<file path="src/hw/rtl/lcdc_pkg.sv">
// Package with the LCD controller constants, register offsets and shared types.
`timescale 1ns / 1ps
`default_nettype none

package lcdc_pkg;

  localparam int unsigned DotW  = 9;
  localparam int unsigned LineW = 8;

  localparam logic [DotW:0]    DotsPerLine     = 10'd456;
  localparam logic [LineW-1:0] LastLine        = 8'd153;
  localparam logic [LineW-1:0] VisibleLines    = 8'd144;
  localparam logic [DotW-1:0]  HblankStartDot  = 9'd252;
  localparam logic [DotW-1:0]  XferStartDot    = 9'd80;
  localparam logic [7:0]       StatFixedBits   = 8'h80;

  typedef enum logic [1:0] {
    ActRead  = 2'd0,
    ActWrite = 2'd1,
    ActTick  = 2'd2
  } action_e;

  typedef enum logic [1:0] {
    ModeHblank = 2'd0,
    ModeVblank = 2'd1,
    ModeOam    = 2'd2,
    ModeXfer   = 2'd3
  } mode_e;

  localparam logic [3:0] OffControl = 4'd0;
  localparam logic [3:0] OffStatus  = 4'd1;
  localparam logic [3:0] OffScrollY = 4'd2;
  localparam logic [3:0] OffScrollX = 4'd3;
  localparam logic [3:0] OffLine    = 4'd4;
  localparam logic [3:0] OffLineCmp = 4'd5;
  localparam logic [3:0] OffBgPal   = 4'd7;
  localparam logic [3:0] OffObjPal0 = 4'd8;
  localparam logic [3:0] OffObjPal1 = 4'd9;
  localparam logic [3:0] OffWinY    = 4'd10;
  localparam logic [3:0] OffWinX    = 4'd11;

  // Stat enable bit positions.
  localparam int unsigned EnHblank = 0;
  localparam int unsigned EnVblank = 1;
  localparam int unsigned EnOam    = 2;
  localparam int unsigned EnMatch  = 3;

  typedef struct packed {
    logic [DotW-1:0]  dot;
    logic [LineW-1:0] line;
    mode_e            mode;
    logic             stat;
    logic             vblank;
  } timing_t;

endpackage

`default_nettype wire

</file>
<file path="src/hw/rtl/lcdc_timing.sv">
// Next dot, line and mode after a tick, with the interrupt requests it raises.
`timescale 1ns / 1ps
`default_nettype none

module lcdc_timing (
  input  wire logic [lcdc_pkg::DotW-1:0]  dot_i,
  input  wire logic [lcdc_pkg::LineW-1:0] line_i,
  input  wire lcdc_pkg::mode_e            mode_i,
  input  wire logic [3:0]                 stat_en_i,
  input  wire logic [7:0]                 line_cmp_i,
  input  wire logic [5:0]                 tick_dots_i,
  output lcdc_pkg::timing_t               next_o
);
  import lcdc_pkg::*;

  logic [DotW:0]    sum;
  logic             wrap;
  logic [DotW:0]    dot_wr;
  logic [LineW-1:0] line_n;
  mode_e            mode_n;
  logic             enter_irq;

  always_comb begin
    sum    = {1'b0, dot_i} + {{(DotW - 5){1'b0}}, tick_dots_i};
    wrap   = (sum >= DotsPerLine);
    dot_wr = wrap ? (sum - DotsPerLine) : sum;
    if (wrap) begin
      line_n = (line_i == LastLine) ? '0 : line_i + 8'd1;
    end else begin
      line_n = line_i;
    end

    if (line_n >= VisibleLines) begin
      mode_n = ModeVblank;
    end else if (dot_wr[DotW-1:0] >= HblankStartDot) begin
      mode_n = ModeHblank;
    end else if (dot_wr[DotW-1:0] >= XferStartDot) begin
      mode_n = ModeXfer;
    end else begin
      mode_n = ModeOam;
    end

    enter_irq = 1'b0;
    next_o.vblank = 1'b0;
    if (mode_n != mode_i) begin
      case (mode_n)
        ModeOam:    enter_irq = stat_en_i[EnOam];
        ModeHblank: enter_irq = stat_en_i[EnHblank];
        ModeVblank: begin
          enter_irq     = stat_en_i[EnVblank];
          next_o.vblank = 1'b1;
        end
        default:    enter_irq = 1'b0;
      endcase
    end

    next_o.dot  = dot_wr[DotW-1:0];
    next_o.line = line_n;
    next_o.mode = mode_n;
    next_o.stat = enter_irq || ((line_n == line_cmp_i) && stat_en_i[EnMatch]);
  end

endmodule

`default_nettype wire

</file>
<file path="src/hw/rtl/lcd_controller_regs_and_timing.sv">
// Top level of the LCD controller register file and line/dot timing.
//
//   Channel | Direction | Handshake              | Payload
//   in      | input     | in_valid_i, in_stall_o | action, reg_offset, write_value, tick_dots
//   out     | output    | out_valid_o, out_stall_i | read_data, stat_irq, vblank_irq
//
// Each transaction is decoded and applied to the registers in the cycle it is
// accepted; its result appears in the output register in the following cycle.
// One transaction per cycle, unless stalled; the only loop is the dot/line update.
// The input stalls only while a result is held in the output register and the
// output side stalls. Reset clears all registers and the output valid flag.
`timescale 1ns / 1ps
`default_nettype none

module lcd_controller_regs_and_timing (
  input  wire logic       clk_i,
  input  wire logic       rst_ni,
  input  wire logic       in_valid_i,
  output logic            in_stall_o,
  input  wire logic [1:0] action_i,
  input  wire logic [3:0] reg_offset_i,
  input  wire logic [7:0] write_value_i,
  input  wire logic [5:0] tick_dots_i,
  output logic            out_valid_o,
  input  wire logic       out_stall_i,
  output logic [7:0]      read_data_o,
  output logic            stat_irq_o,
  output logic            vblank_irq_o
);
  import lcdc_pkg::*;

  logic [7:0]       control_q, scroll_y_q, scroll_x_q, line_cmp_q;
  logic [7:0]       win_y_q, win_x_q, bg_pal_q;
  logic [5:0]       obj_pal0_q, obj_pal1_q;
  logic [3:0]       stat_en_q;
  logic [DotW-1:0]  dot_q;
  logic [LineW-1:0] line_q;
  mode_e            mode_q;

  logic       out_valid_q;
  logic [7:0] read_data_q;
  logic       stat_q, vblank_q;

  logic       accept;
  logic       do_tick;
  logic [7:0] rd_data;
  timing_t    next;

  assign in_stall_o = out_valid_q && out_stall_i;
  assign accept     = in_valid_i && !in_stall_o;
  assign do_tick    = accept && (action_i == ActTick) && control_q[7];

  lcdc_timing u_timing (
    .dot_i       (dot_q),
    .line_i      (line_q),
    .mode_i      (mode_q),
    .stat_en_i   (stat_en_q),
    .line_cmp_i  (line_cmp_q),
    .tick_dots_i (tick_dots_i),
    .next_o      (next)
  );

  always_comb begin
    unique case (reg_offset_i)
      OffControl: rd_data = control_q;
      OffStatus:  rd_data = StatFixedBits | {1'b0, stat_en_q, (line_cmp_q == line_q), mode_q};
      OffScrollY: rd_data = scroll_y_q;
      OffScrollX: rd_data = scroll_x_q;
      OffLine:    rd_data = line_q;
      OffLineCmp: rd_data = line_cmp_q;
      OffBgPal:   rd_data = bg_pal_q;
      OffObjPal0: rd_data = {obj_pal0_q, 2'b11};
      OffObjPal1: rd_data = {obj_pal1_q, 2'b11};
      OffWinY:    rd_data = win_y_q;
      OffWinX:    rd_data = win_x_q;
      default:    rd_data = 8'h00;
    endcase
  end

  always_ff @(posedge clk_i or negedge rst_ni) begin
    if (!rst_ni) begin
      control_q  <= '0;
      stat_en_q  <= '0;
      scroll_y_q <= '0;
      scroll_x_q <= '0;
      line_cmp_q <= '0;
      win_y_q    <= '0;
      win_x_q    <= '0;
      bg_pal_q   <= '0;
      obj_pal0_q <= '0;
      obj_pal1_q <= '0;
      dot_q      <= '0;
      line_q     <= '0;
      mode_q     <= ModeHblank;
    end else begin
      if (accept && (action_i == ActWrite)) begin
        unique case (reg_offset_i)
          OffControl: control_q  <= write_value_i;
          OffStatus:  stat_en_q  <= write_value_i[6:3];
          OffScrollY: scroll_y_q <= write_value_i;
          OffScrollX: scroll_x_q <= write_value_i;
          OffLineCmp: line_cmp_q <= write_value_i;
          OffBgPal:   bg_pal_q   <= write_value_i;
          OffObjPal0: obj_pal0_q <= write_value_i[7:2];
          OffObjPal1: obj_pal1_q <= write_value_i[7:2];
          OffWinY:    win_y_q    <= write_value_i;
          OffWinX:    win_x_q    <= write_value_i;
          default: ;
        endcase
      end
      if (do_tick) begin
        dot_q  <= next.dot;
        line_q <= next.line;
        mode_q <= next.mode;
      end
    end
  end

  always_ff @(posedge clk_i or negedge rst_ni) begin
    if (!rst_ni) begin
      out_valid_q <= 1'b0;
    end else if (accept) begin
      out_valid_q <= 1'b1;
    end else if (!out_stall_i) begin
      out_valid_q <= 1'b0;
    end
  end

  always_ff @(posedge clk_i or negedge rst_ni) begin
    if (!rst_ni) begin
      read_data_q <= '0;
      stat_q      <= 1'b0;
      vblank_q    <= 1'b0;
    end else if (accept) begin
      read_data_q <= (action_i == ActRead) ? rd_data : 8'h00;
      stat_q      <= do_tick && next.stat;
      vblank_q    <= do_tick && next.vblank;
    end
  end

  assign out_valid_o  = out_valid_q;
  assign read_data_o  = read_data_q;
  assign stat_irq_o   = stat_q;
  assign vblank_irq_o = vblank_q;

endmodule

`default_nettype wire
</file>
<file path="config.mk">
export PLATFORM = sky130hd
export DESIGN_NAME = lcd_controller_regs_and_timing
export DESIGN_NICKNAME = d
export VERILOG_FILES = /design/src/hw/rtl/lcdc_pkg.sv /design/src/hw/rtl/lcdc_timing.sv /design/src/hw/rtl/lcd_controller_regs_and_timing.sv
export SDC_FILE = /design/constraint.sdc
export NUM_CORES = 1
export LEC_CHECK = 0
export BUFFER_PORTS_ARGS = -buffer_cell sky130_fd_sc_hd__buf_4
export CAP_MARGIN = 20
export CORE_ASPECT_RATIO = 2
export CORE_MARGIN = 10
export CORE_UTILIZATION = 39
export DETAILED_ROUTE_END_ITERATION = 10
export GPL_ROUTABILITY_DRIVEN = 0
export SLEW_MARGIN = 40
export SYNTH_ARGS = -nofsm -noshare
export SYNTH_HDL_FRONTEND = slang
export SYNTH_HIERARCHICAL = 1
export SYNTH_SLANG_ARGS = --single-unit
</file>
<file path="constraint.sdc">
create_clock -name clk_i -period 5.1 [get_ports clk_i]
set_clock_uncertainty 0.2 [all_clocks]
set_input_delay 0.255 -clock clk_i [delete_from_list [all_inputs] [get_ports clk_i]]
set_output_delay 0.255 -clock clk_i [all_outputs]
set_load 0.05 [all_outputs]
</file>
Word-level counts from Yosys, hierarchy flattened
Cells that the tools add are included.

storage, ports and cells
  bits of input ports = 24
  bits in latches = 0
  memory bits (read-only) = 0
  bits in writable memories = 0
  logic and storage cells = 80
  output and inout port bits = 12
  bits in registers = 102
  memories = 0

cells by class
  eq/ne operators = 19
  $lt $le $gt $ge = 4
  reduce and logical (&&, ||, !) cells = 23
  $add $sub $neg = 3
  $mul = 0
  shifts and indexed selects = 0
  divide/modulo/power cells = 0
  mux-type cells = 14
  bitwise operators = 0

operators by type and width
  kind                                                                                   count
  8-bit one-hot mux with 11 select lines                                                 1
  8-bit two-way mux                                                                      3
  2-bit AND reduction                                                                    10
  4-bit == test (second input constant)                                                  4
  8-bit == test                                                                          2
  4-bit by 3-bit == test with 1-bit output (second input constant)                       3
  9-bit by 6-bit adder with 10-bit output                                                1
  10-bit by 9-bit greater-or-equal comparator with 1-bit output (second input constant)  1
  9-bit by 7-bit greater-or-equal comparator with 1-bit output (second input constant)   1
  9-bit by 8-bit greater-or-equal comparator with 1-bit output (second input constant)   1
  9-bit two-way mux                                                                      1
  9-bit subtractor (second input constant)                                               1
  8-bit by 1-bit adder with 8-bit output (second input constant)                         1
  4-bit by 2-bit == test with 1-bit output (second input constant)                       2
  8-bit == test (second input constant)                                                  1
  8-bit greater-or-equal comparator (second input constant)                              1
  1-bit logical AND                                                                      8
  1-bit two-way mux                                                                      6
  2-bit by 1-bit == test with 1-bit output (second input constant)                       2
  2-bit == test (second input constant)                                                  2
  4-bit by 1-bit == test with 1-bit output (second input constant)                       1
  2-bit logical NOT                                                                      2
  4-bit logical NOT                                                                      1
  2-bit two-way mux                                                                      2
  5 further kinds                                                                        5

Depth between registers and ports, before layout
Gate-level depths: netlist (run 1).

  word-level depth = 12
  gate-level depth with buffers = 17
  gate-level depth less buffers = 16

By module
The synthesis (run 1) kept the hierarchy.

modules (own cells, without submodules)
  module                          area an instance (µm²)  instances  cells an instance  seq. area each (µm²)
  lcd_controller_regs_and_timing  4785.8                  1          373                2552.4
  lcdc_timing                     1385.1                  1          194                0.0

Worst setup path after synthesis (run 1)
No wires, ideal clock.

  kind = reg2reg
  start point = register dot_q[0]
  end point = register stat_q, in the netlist stat_irq_o
  path slack = 1.587 ns
  arrival time = 3.192 ns
  cell stages (with the launch flop) = 17
  clock period less this slack = 3.513 ns
  data required time = 4.779 ns
  path through = dfrtp_1 > ha_1 > inv_1 > fa_1 > nor2b_2 > o21ai_0 > a21oi_1 > buf_2 > inv_1 > ha_1 > xnor2_1 > a2111oi_2 > a41oi_1 > o41ai_2 > a221o_1 > o211ai_2 > a22o_1

RTL lines
  what                      RTL line                               RTL
  start: declaration        lcd_controller_regs_and_timing.sv:36   logic [DotW-1:0] dot_q;
  start signal: assignment  lcd_controller_regs_and_timing.sv:112  dot_q <= next.dot;
  end signal: assignment    lcd_controller_regs_and_timing.sv:136  stat_q <= do_tick && next.stat;
  end: declaration          lcd_controller_regs_and_timing.sv:42   logic stat_q, vblank_q;

==> impl_metrics.json, run 1 <==
{
  "end_kind": "flop",
  "swShare_pct": 28.2,
  "cp.arrival_ns": 3.94,
  "netlist.area_leader.share_pct": 41.4,
  "holdWs_ns": 0.0281,
  "cts_num_sinks": 102,
  "place.port_buffers": 35,
  "timing_worst_setup_path_type": "reg -> reg",
  "comb_power_share_pct": 20.6,
  "place_hpwl_um": 13200,
  "cellPowerDensity_mw_per_mm2": 316,
  "cp.required_ns": 5.15,
  "power.static_leakage_nw": 3.19,
  "layout-area-overhead-vs-synth_pct": 13.5,
  "synth.cells.most_frequent": "102 x sky130_fd_sc_hd__dfrtp_1, 100 x sky130_fd_sc_hd__mux2_2, 36 x sky130_fd_sc_hd__nand2_1",
  "clock_power_share_pct": 36.9,
  "clk_path_buf_depth": 2,
  "clock.fmax_mhz": 257,
  "ioPinCount": 36,
  "layout_min_cycle_time_ns": 3.89,
  "grt_pass1_vias": 4944,
  "drc": 0,
  "cell_types_occupying_the_most_area_after_synthesis": "sky130_fd_sc_hd__dfrtp_1 41%, sky130_fd_sc_hd__mux2_2 18%, sky130_fd_sc_hd__nand2_1 2.2%",
  "multi_input_area_mm2": 0.00342,
  "dp_slack_ns": 1.28,
  "final_min_period_over_clock_period_pct": 76.2,
  "route.detailed.wl_per_inst_um": 22.0,
  "tritoncts.num_buffers": 9,
  "fp.dieH_um": 198,
  "synthArstFlopShare_pct": 100,
  "grt_pass1_wl_um": 27500,
  "ys.warnings.count": 6,
  "netlist_instances": 567,
  "post_synth_top_area_cell": "sky130_fd_sc_hd__dfrtp_1",
  "drive_gt1_share_pct": 31.7,
  "design.final.nets": 626,
  "placementRows": 65,
  "path_max_fanout": 11,
  "postRouteAntennaNets": 0,
  "clkLatencyLatePin_ns": 0.36,
  "ys_dominant_reg_cell": "sky130_fd_sc_hd__dfrtp_1",
  "relSlewSlack_pct": 46.2,
  "synthesis.area_per_instance_um2": 10.9,
  "total_switching_power_w": 0.000624,
  "clockRootBuffer": "sky130_fd_sc_hd__clkbuf_16",
  "summed_instance_area_of_the_synthesized_netlist_mm2": 0.00617,
  "fill_cells": 1458,
  "core_region_area_mm2": 0.0157,
  "final_critical_path_setup_slack_ns": 1.21,
  "fp.dieW_um": 109,
  "final_hold_viol_count": 0,
  "synth-seq-cells": 102,
  "overflow": 0,
  "vias": 4793,
  "maximum_number_of_pins_on_one_net_before_global_route_repair": 67,
  "slew_viol_final": 0,
  "worst_setup_hold_path_clk_slew_ns": 0.07,
  "cell_internal_pwr_w": 0.00159,
  "detail_route.vias_per_cell": 6.01,
  "yosys.cell_count.top_type": "sky130_fd_sc_hd__dfrtp_1",
  "cp-start-kind": "flop",
  "die-area_mm2": 0.0216,
  "area.sequential_mm2": 0.00255,
  "antenna_found_initial": 0,
  "ys_types": 82,
  "grt_use_total_pct": 16.7,
  "floorplan.initialDensity_pct": 39.3,
  "seqPwrFrac_pct": 42.4,
  "rsz_0062_raised_after_global_routing": "no",
  "number_of_enable_flip_flop_cells_after_synthesis": 0,
  "final.setup.tns_ns": 0,
  "detailedRoute.firstIterationViolations": 269,
  "setup_violations": 0,
  "postCtsResizedCells": 0,
  "drt_wl_total_um": 17600,
  "transition_time_of_the_tightest_slew_check_pin_ns": 0.805,
  "cts_tree": "yes",
  "cts_max_level": 3,
  "path_type_of_the_worst_min_delay_path": "in -> reg",
  "synthesis.nets": 601,
  "status": "complete, no violations",
  "power.ir.vdd_worst_uv": 303,
  "maxCapViolations": 0,
  "detail_route.first_pass.iterations": 5,
  "insertedDiodeCount": 0,
  "synth_sequential_area_ratio_pct": 41.4
}
-- critical path, cell delays in order, from the launching register on --
cell	delay [ns]
sky130_fd_sc_hd__dfrtp_1	0.34
sky130_fd_sc_hd__ha_1	0.18
sky130_fd_sc_hd__inv_1	0.06
sky130_fd_sc_hd__fa_1	0.41
sky130_fd_sc_hd__nor2b_2	0.20
sky130_fd_sc_hd__o21ai_0	0.10
sky130_fd_sc_hd__a21oi_1	0.17
sky130_fd_sc_hd__buf_4	0.21
sky130_fd_sc_hd__inv_1	0.06
sky130_fd_sc_hd__ha_1	0.24
sky130_fd_sc_hd__xnor2_1	0.18
sky130_fd_sc_hd__a2111oi_2	0.37
sky130_fd_sc_hd__a41oi_1	0.10
sky130_fd_sc_hd__o41ai_2	0.40
sky130_fd_sc_hd__a221o_1	0.26
sky130_fd_sc_hd__o211ai_2	0.08
sky130_fd_sc_hd__a22o_1	0.20
-- layout make-up --
cell class              count  area share [%]
repair buffers             44            4.95
multi-input cells         415            48.8
flip-flops and latches    102            36.4
clock buffers              11            3.61
well taps                 201            3.59
clock inverters             5            1.50
inverters                  20            1.07
-- cells in the final DEF (no fill, tap or decap), types with 5 or more instances in the layout --
cell type and instances:
sky130_fd_sc_hd__ha_1 9, sky130_fd_sc_hd__dfrtp_1 102, sky130_fd_sc_hd__nand2_1 36, sky130_fd_sc_hd__nor2_1 23, sky130_fd_sc_hd__a22o_1 11, sky130_fd_sc_hd__dlygate4sd3_1 5
sky130_fd_sc_hd__xnor2_1 13, sky130_fd_sc_hd__o21ai_0 21, sky130_fd_sc_hd__and2_1 6, sky130_fd_sc_hd__a21oi_1 17, sky130_fd_sc_hd__a22oi_1 8, sky130_fd_sc_hd__clkbuf_16 9
sky130_fd_sc_hd__nor3_1 10, sky130_fd_sc_hd__buf_4 38, sky130_fd_sc_hd__a221o_1 5, sky130_fd_sc_hd__inv_1 20, sky130_fd_sc_hd__and3_1 8, sky130_fd_sc_hd__nor2b_1 7
sky130_fd_sc_hd__mux2_2 100, sky130_fd_sc_hd__a32oi_1 7, sky130_fd_sc_hd__mux2i_1 5, sky130_fd_sc_hd__a221oi_1 5, sky130_fd_sc_hd__a31oi_1 7, sky130_fd_sc_hd__nand3_1 12
sky130_fd_sc_hd__xor2_1 7
-- metrics by stage --
stage	instance area, µm²	total power [W]	utilization [%]	cells
global placement	6590	0.00139	42.0	777
finish	7010	0.00221	44.6	798
detailed placement	6590	0.00140	42.0	777
CTS	6990	0.00222	44.6	798
global route	7010	0.00230	44.6	798
floorplan	6170	0.00127	-	567
-- per-layer routing --
layer  up-vias  global-route usage, %  wire length [µm]
met5         -                      0                 0
met4         0                   12.9              1260
met3        61                   2.67               580
met2       148                   30.3              9640
met1      2410                   16.0              6100
li1       2174                      -                 -
-- path summary, 6_finish.rpt --
| kind | startpoint | endpoint | slack [ns] | depth (start not counted) |
|---|---|---|---|---|
| worst min-delay path | write_value_i[2] | obj_pal0_q[0] | 0.03 | 2 |
| max in group asynchronous | rst_ni | win_y_q[4] | 3.52 | 3 |
| worst max-delay path | dot_q[0] | stat_irq_o | 1.21 | 16 |
| worst min register to register | read_data_o[2] | read_data_o[2] | 0.29 | 2 |
| min in group asynchronous | rst_ni | control_q[0] | 0.20 | 2 |
| worst max register to register | dot_q[0] | stat_irq_o | 1.21 | 16 |
-- power groups by stage --
stage | clock (W) | combinational [W] | sequential (W)
4_1_cts | 0.000831 | 0.000454 | 0.000937
5_1_grt | 0.000860 | 0.000497 | 0.000946
2_1_floorplan | 0 | 0.000325 | 0.000941
6_report | 0.000816 | 0.000456 | 0.000938
3_3_place_gp | 0 | 0.000438 | 0.000948
3_5_place_dp | 0 | 0.000449 | 0.000952
-- cells by family (layout without fill, tap and decap cells) --
| logic type | Yosys count | count (layout) | synth area share (%) |
|---|---|---|---|
| AO/OA/AOI/OAI | 135 | 135 | 17.8 |
| multiplexers | 106 | 106 | 19.2 |
| buffers and inverters | 50 | 80 | 3.41 |
| AND/OR/NAND/NOR | 143 | 143 | 12.9 |
| flip-flops | 102 | 102 | 41.4 |
| XOR/XNOR | 21 | 21 | 3.10 |
| adder cells (fa/ha/maj) | 10 | 10 | 2.15 |
-- state kept, by name (all words and copies together) (netlist names) --
name	count
stat_irq_o	1
stat_en_q	4
out_valid_o	1
win_y_q	8
obj_pal0_q	6
mode_q	2
dot_q	9
control_q	8
scroll_y_q	8
win_x_q	8
scroll_x_q	8
bg_pal_q	8
vblank_irq_o	1
obj_pal1_q	6
line_cmp_q	8
read_data_o	8
line_q	8
-- what timing repair did --
action                    4_1_cts  5_1_grt
setup buffers                   0        0
hold buffers                    5        0
hold endpoints to repair       49        0
Power figures use the tool's default switching activity.
==> run 2, diff against run 1 <==
--- a/config.mk
+++ b/config.mk
@@ -5,6 +5,7 @@
 export SDC_FILE = /design/constraint.sdc
 export NUM_CORES = 1
 export LEC_CHECK = 0
+export ABC_AREA = 1
 export BUFFER_PORTS_ARGS = -buffer_cell sky130_fd_sc_hd__buf_4
 export CAP_MARGIN = 20
 export CORE_ASPECT_RATIO = 2
==> constraint.sdc (replaced) <==
create_clock -name clk_i -period 3.4 [get_ports clk_i]
set_clock_uncertainty 0.2 [all_clocks]
set_input_delay 0.17 -clock clk_i [delete_from_list [all_inputs] [get_ports clk_i]]
set_output_delay 0.17 -clock clk_i [all_outputs]
set_load 0.05 [all_outputs]
==> run 2 against run 1 <==
Worst setup slack lost 1.1 ns. Non-clock buffer count grew 7. Synthesized cell count grew 38%. Sequential cell count is the same. Critical path type is now in -> reg.
==> impl_metrics.json, run 2 <==
{
  "placementRows": 62,
  "synthesis.nets": 814,
  "path_depth": 24,
  "cp.required_ns": 3.44,
  "floorplan.initialDensity_pct": 39.8,
  "final_min_period_over_clock_period_pct": 96.1,
  "power.ir.vdd_worst_uv": 396,
  "netlist_instances": 780,
  "cellPowerDensity_mw_per_mm2": 520,
  "reg2reg_to": "vblank_irq_o",
  "post_synth_top_area_cell": "sky130_fd_sc_hd__dfrtp_1",
  "path_type_of_the_worst_min_delay_path": "in -> reg",
  "fp.dieH_um": 192,
  "detailedRoute.firstIterationViolations": 265,
  "ys.warnings.count": 6,
  "grt_use_total_pct": 16.1,
  "cts_num_sinks": 102,
  "stdcell_count": 1025,
  "netlist.area_leader.share_pct": 44.5,
  "synth.cells.most_frequent": "331 x sky130_fd_sc_hd__nand2_1, 102 x sky130_fd_sc_hd__dfrtp_1, 80 x sky130_fd_sc_hd__o21ai_0",
  "clockRootBuffer": "sky130_fd_sc_hd__clkbuf_16",
  "synthesis.area_per_instance_um2": 7.35,
  "flip_flop_count_of_the_largest_register_after_layout": 9,
  "fill_cells": 1543,
  "most-common-layout-cells": "327 x sky130_fd_sc_hd__nand2_1, 102 x sky130_fd_sc_hd__dfrtp_1, 80 x sky130_fd_sc_hd__o21ai_0",
  "ioPinCount": 36,
  "insertedDiodeCount": 0,
  "antenna_found_initial": 0,
  "path_max_fanout": 7,
  "layout-area-overhead-vs-synth_pct": 16.6,
  "detail_route.first_pass.iterations": 5,
  "transition_time_of_the_tightest_slew_check_pin_ns": 0.640,
  "place.port_buffers": 35,
  "critPathSlowestCell": "sky130_fd_sc_hd__dlygate4sd3_1",
  "setup_violations": 0,
  "cp-start-kind": "primary input",
  "clkLatencyLatePin_ns": 0.35,
  "final_hold_viol_count": 0,
  "power.static_leakage_nw": 3.43,
  "fp.dieW_um": 106,
  "place_hpwl_um": 12300,
  "crit-reg2reg-launch": "dot_q[0]",
  "final.setup.tns_ns": 0,
  "detail_route.vias_per_cell": 4.87,
  "vias": 4992,
  "layout_min_cycle_time_ns": 3.27,
  "clock.fmax_mhz": 306,
  "die-area_mm2": 0.0203,
  "drive_gt1_share_pct": 13.6,
  "summed_instance_area_of_the_synthesized_netlist_mm2": 0.00574,
  "end_kind": "flop",
  "placed_cells": 996,
  "ys_dominant_reg_cell": "sky130_fd_sc_hd__dfrtp_1",
  "cp.arrival_ns": 3.31,
  "register_with_the_most_flip_flops": "dot_q",
  "critPathTopFamily": "simple AND/OR/NAND/NOR gates",
  "layout.cells.most_common": "sky130_fd_sc_hd__nand2_1",
  "cell_types_occupying_the_most_area_after_synthesis": "sky130_fd_sc_hd__dfrtp_1 45%, sky130_fd_sc_hd__nand2_1 22%, sky130_fd_sc_hd__o21ai_0 7.0%",
  "ys_types": 41,
  "drt_wl_total_um": 16100,
  "synth_sequential_area_ratio_pct": 44.5,
  "path_cells": "dlygate4sd3_1 > buf_4 > ha_2 > inv_1 > fa_2 > inv_2 > nand2_1 > nand2_1 > nand2_1 > nand2_1 > nand2_1 > nand2_2 > nand3_4 > buf_4 > nand3_1 > nand2_1 > nor2_2 > nand2_2 > nand3_1 > nand2_1 > nand2_1 > nand3_2 > nor2b_1 > a22o_1",
  "cts_tree": "yes",
  "cts_max_level": 3,
  "postRouteAntennaNets": 0,
  "maxCapViolations": 0,
  "reg2reg_depth": 22,
  "synthArstFlopShare_pct": 100,
  "yosys.cell_count.top_type": "sky130_fd_sc_hd__nand2_1",
  "critical_path_buf_inv_count": 5,
  "timing_worst_setup_path_type": "in -> reg",
  "worstSetupEndpoint": "vblank_irq_o",
  "drc": 0,
  "status": "complete, no violations",
  "clk_path_buf_depth": 2,
  "number_of_enable_flip_flop_cells_after_synthesis": 0,
  "relSlewSlack_pct": 57.2,
  "worst_setup_hold_path_clk_slew_ns": 0.07,
  "grt_pass1_vias": 4970,
  "overflow": 0,
  "critical-path-max-stage-delay_ns": 0.52,
  "core_region_area_mm2": 0.0144,
  "design.final.nets": 863,
  "maximum_number_of_pins_on_one_net_before_global_route_repair": 63,
  "rrSetupSlack_ns": 0.20,
  "worst_setup_path_startpoint": "tick_dots_i[0]",
  "grt_pass1_wl_um": 25700,
  "crit_path_frequent_cell": "sky130_fd_sc_hd__nand2_1",
  "route.detailed.wl_per_inst_um": 15.8,
  "tritoncts.num_buffers": 9,
  "synth-seq-cells": 102,
  "slew_viol_final": 0
}
==> run 2: cell type report <==
type,count,area [µm²],share of cell area (%)
Clock inverter,5,106,1.59
Timing Repair Buffer,51,410,6.14
Clock buffer,10,229,3.42
Sequential cell,102,2550,38.2
Multi-Input combinational cell,593,2880,43.0
Inverter,72,270,4.04
Tap cell,192,240,3.59
==> run 2: cells by family after synthesis <==
group	synth area share, %
buf+inv	6.09
xor+xnor	2.60
fa+ha+maj	2.31
simple gates	34.7
flops	44.5
compound gates	9.82
==> run 2: worst reg2reg max path: stages (launching register included) <==
cell and delay, ns:
sky130_fd_sc_hd__dfrtp_1 0.36, sky130_fd_sc_hd__ha_2 0.18, sky130_fd_sc_hd__inv_1 0.05, sky130_fd_sc_hd__fa_2 0.38, sky130_fd_sc_hd__inv_2 0.08, sky130_fd_sc_hd__nand2_1 0.06, sky130_fd_sc_hd__nand2_1 0.08, sky130_fd_sc_hd__nand2_1 0.07
sky130_fd_sc_hd__nand2_1 0.07, sky130_fd_sc_hd__nand2_1 0.07, sky130_fd_sc_hd__nand2_2 0.11, sky130_fd_sc_hd__nand3_4 0.17, sky130_fd_sc_hd__buf_4 0.18, sky130_fd_sc_hd__nand3_1 0.06, sky130_fd_sc_hd__nand2_1 0.11, sky130_fd_sc_hd__nor2_2 0.15
sky130_fd_sc_hd__nand2_2 0.11, sky130_fd_sc_hd__nand3_1 0.12, sky130_fd_sc_hd__nand2_1 0.06, sky130_fd_sc_hd__nand2_1 0.06, sky130_fd_sc_hd__nand3_2 0.06, sky130_fd_sc_hd__nor2b_1 0.13, sky130_fd_sc_hd__a22o_1 0.19
==> run 2: metal layers <==
| metal | wire, µm | vias to the layer above | global-route usage [%] |
|---|---|---|---|
| met1 | 5810 | 2315 | 15.8 |
| met4 | 764 | 0 | 8.95 |
| li1 | - | 2570 | - |
| met5 | 0 | - | 0 |
| met3 | 371 | 33 | 2.26 |
| met2 | 9200 | 74 | 31.0 |
==> run 2: through the flow <==
step           hold WS (ns)  total power [W]  setup WS [ns]  util [%]  area (µm²)
2_1_floorplan        -0.326          0.00205          0.457         -        5740
3_3_place_gp        -0.0105          0.00228          0.257      42.9        6190
3_5_place_dp       -0.00882          0.00229          0.149      42.9        6190
4_1_cts              0.0127          0.00348         0.0578      45.7        6590
5_1_grt              0.0214          0.00367        -0.0147      46.3        6690
6_report             0.0210          0.00348          0.134      46.3        6690
==> run 2: timing repair <==
action,in CTS,in global routing
resized for setup,0,11
endpoints found under the hold margin,50,0
hold buffers,6,0
buffers inserted,0,7
endpoints found under the setup margin,0,2
==> run 2: worst min path at each step <==
stage / endpoint / start / slack (ns) / cells after the start
after CTS: out_valid_o / in_valid_i / 0.01 / 4
after floorplan: bg_pal_q[0] / rst_ni / -0.33 / 0
after global placement: win_y_q[3] / rst_ni / -0.01 / 1
final: out_valid_o / in_valid_i / 0.02 / 4
after detailed placement: win_y_q[3] / rst_ni / -0.009 / 1
after global routing: out_valid_o / in_valid_i / 0.02 / 4
==> run 2: power breakdown <==
part           switching, W  internal [W]
combinational      0.000515      0.000301
clock              0.000465      0.000719
sequential         0.000122       0.00135
total               0.00110       0.00237
